===== src/rtl/msce_pkg.sv =====
// Shared constants, codes and types for the marching-squares cell edge block.
package msce_pkg;

  localparam int IDX_W     = 10;
  localparam int SMP_W     = 16;
  localparam int FRAC_BITS = 16;
  localparam int OUT_W     = 27;
  localparam int TOL_W     = 15;

  // Level-shifted and nudged sample, and its edge difference.
  localparam int NUM_W = SMP_W + 2;
  localparam int DEN_W = NUM_W + 1;
  localparam int REM_W = DEN_W + 1;
  localparam int PRD_W = 2 * NUM_W;
  localparam int DET_W = PRD_W + 1;

  // Quotient bits carry weights 2^FRAC_BITS down to 2^0.
  localparam int QUO_W    = FRAC_BITS + 1;
  localparam int EDGE_LAT = QUO_W + 2;

  localparam int ADDR_W = 4;
  localparam int DATA_W = 32;

  localparam logic [1:0] REG_ISO_LEVEL       = 2'd0;
  localparam logic [1:0] REG_NUDGE_ENABLE    = 2'd1;
  localparam logic [1:0] REG_NUDGE_TOLERANCE = 2'd2;
  localparam logic [1:0] REG_REVERSE_WINDING = 2'd3;

  localparam logic [1:0] MODE_ZERO = 2'd0;
  localparam logic [1:0] MODE_HALF = 2'd1;
  localparam logic [1:0] MODE_DIV  = 2'd2;

  localparam logic signed [1:0] SG_POS  = 2'sb01;
  localparam logic signed [1:0] SG_ZERO = 2'sb00;
  localparam logic signed [1:0] SG_NEG  = 2'sb11;

  typedef struct packed {
    logic [REM_W-1:0] rem;
    logic [DEN_W-1:0] den;
    logic [QUO_W-1:0] quo;
    logic [1:0]       mode;
    logic             ovf;
    logic [IDX_W-1:0] ci;
    logic [IDX_W-1:0] cj;
    logic [1:0]       ca;
    logic [1:0]       cb;
  } msce_div_t;

endpackage


===== src/rtl/msce_edge.sv =====
// Pipelined edge-point unit: restoring division one bit per stage, then placement.
module msce_edge (
  input  logic                              clk,
  input  logic signed [msce_pkg::NUM_W-1:0] v_a,
  input  logic signed [msce_pkg::NUM_W-1:0] v_b,
  input  logic [1:0]                        corner_a,
  input  logic [1:0]                        corner_b,
  input  logic [msce_pkg::IDX_W-1:0]        cell_i,
  input  logic [msce_pkg::IDX_W-1:0]        cell_j,
  output logic [msce_pkg::OUT_W-1:0]        x,
  output logic [msce_pkg::OUT_W-1:0]        y
);
  import msce_pkg::*;

  localparam logic [QUO_W-1:0] ONE = QUO_W'(1) << FRAC_BITS;

  msce_div_t st [0:QUO_W];
  msce_div_t st0;
  logic signed [DEN_W-1:0] diff;

  always_comb begin
    diff = DEN_W'(v_b) - DEN_W'(v_a);
    st0 = '0;
    st0.rem = REM_W'(v_a < 0 ? -v_a : v_a);
    st0.den = diff < 0 ? DEN_W'(-diff) : DEN_W'(diff);
    if (diff == 0) begin
      st0.mode = MODE_HALF;
    end else if ((v_a < 0 && diff > 0) || (v_a > 0 && diff < 0)) begin
      st0.mode = MODE_DIV;
    end else begin
      st0.mode = MODE_ZERO;
    end
    st0.ci = cell_i;
    st0.cj = cell_j;
    st0.ca = corner_a;
    st0.cb = corner_b;
  end

  always_ff @(posedge clk) begin
    st[0] <= st0;
  end

  genvar t;
  generate
    for (t = 0; t < QUO_W; t++) begin : g_step
      msce_div_t nxt;
      logic [REM_W-1:0] red;
      logic qbit;
      always_comb begin
        nxt  = st[t];
        qbit = st[t].rem >= REM_W'(st[t].den);
        red  = qbit ? st[t].rem - REM_W'(st[t].den) : st[t].rem;
        nxt.rem = {red[REM_W-2:0], 1'b0};
        nxt.quo = {st[t].quo[QUO_W-2:0], qbit};
        if (t == 0) begin
          nxt.ovf = st[t].rem >= {st[t].den, 1'b0};
        end
      end
      always_ff @(posedge clk) begin
        st[t+1] <= nxt;
      end
    end
  endgenerate

  msce_div_t fin;
  logic [QUO_W-1:0] off;
  logic [OUT_W-1:0] base_x, base_y, off_w, x_next, y_next;

  always_comb begin
    fin = st[QUO_W];
    case (fin.mode)
      MODE_ZERO: off = '0;
      MODE_HALF: off = ONE >> 1;
      MODE_DIV:  off = (fin.ovf || fin.quo > ONE) ? ONE : fin.quo;
      default:   off = '0;
    endcase
    off_w  = OUT_W'(off);
    base_x = (OUT_W'(fin.ci) + OUT_W'(fin.ca[0])) << FRAC_BITS;
    base_y = (OUT_W'(fin.cj) + OUT_W'(fin.ca[1])) << FRAC_BITS;
    x_next = base_x;
    y_next = base_y;
    if (fin.cb[0] && !fin.ca[0]) x_next = base_x + off_w;
    if (fin.ca[0] && !fin.cb[0]) x_next = base_x - off_w;
    if (fin.cb[1] && !fin.ca[1]) y_next = base_y + off_w;
    if (fin.ca[1] && !fin.cb[1]) y_next = base_y - off_w;
  end

  always_ff @(posedge clk) begin
    x <= x_next;
    y <= y_next;
  end

endmodule


===== config.mk =====
export PLATFORM = sky130hd
export DESIGN_NAME = msce_edge
export DESIGN_NICKNAME = d
export VERILOG_FILES = /design/src/rtl/msce_pkg.sv /design/src/rtl/msce_edge.sv
export SDC_FILE = /design/constraint.sdc
export NUM_CORES = 2
export LEC_CHECK = 0
export ABC_AREA = 1
export BUFFER_PORTS_ARGS = -buffer_cell sky130_fd_sc_hd__buf_2
export CELL_PAD_IN_SITES_DETAIL_PLACEMENT = 2
export CELL_PAD_IN_SITES_GLOBAL_PLACEMENT = 2
export CORE_MARGIN = 3
export CORE_UTILIZATION = 42
export DETAILED_ROUTE_END_ITERATION = 16
export GPL_ROUTABILITY_DRIVEN = 0
export PLACE_DENSITY_LB_ADDON = 0.15
export SETUP_SLACK_MARGIN = 0.1
export SLEW_MARGIN = 20
export SYNTH_ARGS = -nofsm -noshare
export SYNTH_HDL_FRONTEND = slang
export SYNTH_SLANG_ARGS = --single-unit

===== constraint.sdc =====
create_clock -name clk -period 8.14 [get_ports clk]
set_clock_uncertainty 0.2 [all_clocks]
set_input_delay 1.628 -clock clk [delete_from_list [all_inputs] [get_ports clk]]
set_output_delay 1.628 -clock clk [all_outputs]
set_load 0.02 [all_outputs]

==> flow_metrics.py <==
metrics = {
    "synth": {
        "ys_seq_area_share_pct": 51.9,
        "synth_edf_count": 0,
        "syn_inst": 5812,
        "ys_types": 62,
        "synth.cell_area_um2": 51600,
        "synth_async_sr_flop_share_pct": 0,
        "ys.flop_type": "dfxtp_1",
        "ys_ff_latch": 1339,
        "yosys_warnings": 0,
        "syn_avg_cell_area_um2": 8.88,
    },
    "routing": {
        "drt_iter0_drc": 2534,
        "drt-total-wl_um": 209000,
        "ant_nets": 0,
        "vias": 42300,
        "drc_errors": 0,
        "firstDrtPassIters": 5,
        "wl_per_cell_um": 27.0,
        "vias_per_cell": 5.47,
    },
    "critical_path": {
        "cp_cell_sequence": "buf_2 > clkinv_1 > ha_1 > inv_1 > nor3_1 > nand2_1 > o311ai_0 > a21o_1 > nand2_1 > nand2_1 > nand3_1 > nor2_1 > nor2_2",
        "worst-path-max-fanout": 14,
        "end_kind": "flop",
        "r2r-start": "st[11][47]",
        "reg2reg_depth": 12,
        "max_stage_delay_ps": 520,
        "reg2reg_to": "st[12][82]",
        "critPathSlowestCell": "ha_1",
        "r2r_setup_slack_ps": 4380,
        "startpoint_type": "primary input",
        "cp.required_ps": 8640,
        "critPathLaunch": "v_a[17]",
        "cp_data_arrival_time_ps": 4580,
        "crit_type": "primary input to flop",
        "cpMostUsedCell": "nand2_1",
    },
    "clock_network": {
        "numCtsBuffers": 142,
        "cts-root-buf": "clkbuf_16",
        "clk_pin_slew_worst_paths_ps": 70,
        "htree_levels": 4,
        "cts_buffer_depth": 3,
        "cts_resized": 0,
        "cts_tree": "built",
        "cts-hold-fix-buffers": 0,
        "clk_latency_ps": 820,
        "cts_setup_buffers": 0,
        "clock-sinks": 1339,
    },
    "timing": {
        "rsz0062_at_grt": "false",
        "tightest_slew_ps": 851,
        "hold_viol_final": 0,
        "drv_slew": 0,
        "fin_crit_sh_pct": 50.2,
        "hold-worst-slack_ps": 110,
        "fin_crit_ps": 4080,
        "setup_slack_ps": 4060,
        "fin_setup_tns_ps": 0,
        "setup_viol": 0,
        "fmax_ghz": 0.245,
        "slew_headroom_pct": 43.1,
    },
    "place": {
        "port_buffers": 114,
        "dpl_cell_area_um2": 53800,
        "place_ws_ps": 3490,
        "hpwl_um": 131000,
        "placed_cells": 7480,
    },
    "job": {
        "max_cap_violations": 0,
    },
    "min_path": {
        "hp-start": "st[15][34]",
        "holdCritPathClass": "flop to flop",
        "hold_depth": 0,
        "holdPathEnd": "st[16][35]",
    },
    "floorplanning": {
        "fp.dieW_um": 357,
        "rows": 127,
        "die-area_um2": 127000,
        "core_area_um2": 121000,
        "ios": 115,
        "die_h_um": 357,
        "initial_utilization_pct": 42.7,
    },
    "grt": {
        "grt_pass1_wl_um": 315000,
        "grt_max_degree": 35,
        "antenna_found_initial": 9,
        "grt_usage_pct": 32.6,
        "overflow": 0,
        "grt_pass1_vias": 48500,
    },
    "power_and_ir_drop": {
        "power_density_nw_per_um2": 540,
        "clock_power_share_pct": 22.0,
        "switching_share_pct": 46.3,
        "p_leak_nw": 28.2,
        "pwr-share-seq_pct": 31.3,
        "p_int_mw": 17.0,
        "power.switching_mw": 14.7,
        "peakVddDrop_v": 0.000273,
        "pwr-share-comb_pct": 46.6,
    },
    "finish": {
        "nets": 6464,
        "stdcell_area_um2": 58700,
        "fin_cells": 7740,
        "drive_gt1_share_pct": 8.75,
        "syn_to_final_growth_pct": 13.8,
        "layout_common_cells": "dfxtp_1, nand2_1, inv_1",
        "layout_commonest_cell": "dfxtp_1",
    },
    "status": {
        "status": "completed",
    },
}
-- cell type report --
type / count / area (um2)
Sequential cell: 1339 / 26800
Timing Repair Buffer: 116 / 586
Inverter: 779 / 2930
Multi-Input combinational cell: 3634 / 21500
Antenna cell: 3 / 7.51
Clock buffer: 190 / 4060
Tap cell: 1612 / 2020
Clock inverter: 67 / 847
Fill cell: 12900 / 62200
-- critical path: cells and delay by family --
kind / cells / cell delay, ps
buf+inv: 3 / 810
fa+ha+maj: 1 / 520
compound gates: 2 / 330
simple gates: 7 / 1280
-- routing by layer --
| layer | routed length, um | vias to the layer above | track usage [%] |
|---|---|---|---|
| met5 | 70 | - | 0 |
| met4 | 14100 | 10 | 19.9 |
| met3 | 8710 | 743 | 5.83 |
| met2 | 106000 | 1302 | 58.7 |
| met1 | 80400 | 21100 | 35.5 |
| li1 | - | 19100 | - |
-- flip-flops by register name (all words and copies together) (netlist names) --
signal,flops
y,27
x,27
st,1285
-- metrics by stage --
stage,utilization [%],power [mW]
3_3_place_gp,44.5,22.0
6_report,48.6,31.7
2_1_floorplan,-,18.6
5_1_grt,48.6,33.5
3_5_place_dp,44.5,23.1
4_1_cts,48.6,31.5
-- synth_stat cells, drive strengths merged, types with 2 or more instances --
cell type  number  area share, %
dfxtp        1339             52
nand2        1309            9.7
inv           778            5.7
o21ai         418            4.2
ha            374            9.1
nor2          326            2.5
a21oi         314            3.1
nand3         229            2.5
xor2          176            3.1
xnor2         107            1.8
nand4          74           0.91
nor3           64           0.65
buf            56           0.74
or2            32           0.39
a21o           30           0.44
a211oi         19           0.28
o31ai          19           0.28
o22ai          18           0.22
fa             17           0.66
a221oi         16           0.45
and2           16           0.19
o21bai         15           0.22
a21boi         12           0.18
nand3b         10           0.15
nor4            7          0.085
o2111ai         7           0.12
nor4b           6           0.10
clkbuf          5          0.036
a22oi           4          0.058
a31oi           3          0.036
o211ai          3          0.044
o311ai          3          0.051
nor3b           2          0.039
-- kinds of logic after synthesis --
group,after synthesis,share of synthesized area [%]
flops,1339,51.9
compound gates,883,9.71
buf+inv,840,6.44
simple gates,2075,17.3
xor+xnor,283,4.88
fa+ha+maj,391,9.73
other cells,1,0.00727
-- power groups by stage --
stage               combinational (mW)  clock (mW)  sequential [mW]
finish                            14.8        6.99             9.94
global route                      16.1        7.36             10.0
CTS                               14.5        7.07             9.90
detailed placement                13.2           0             9.87
global placement                  12.3           0             9.71
floorplan                         9.40           0             9.19
-- worst max-delay path by stage --
stage,endpoint,slack (ps),depth (start not counted)
final,st[0][26],4060,13
after global placement,st[0][26],3630,13
after CTS,st[0][26],4080,13
after floorplan,st[0][26],4430,19
after detailed placement,st[0][26],3490,13
after global routing,st[0][26],3800,13
Note: power is estimated with default switching activity, not from simulation.
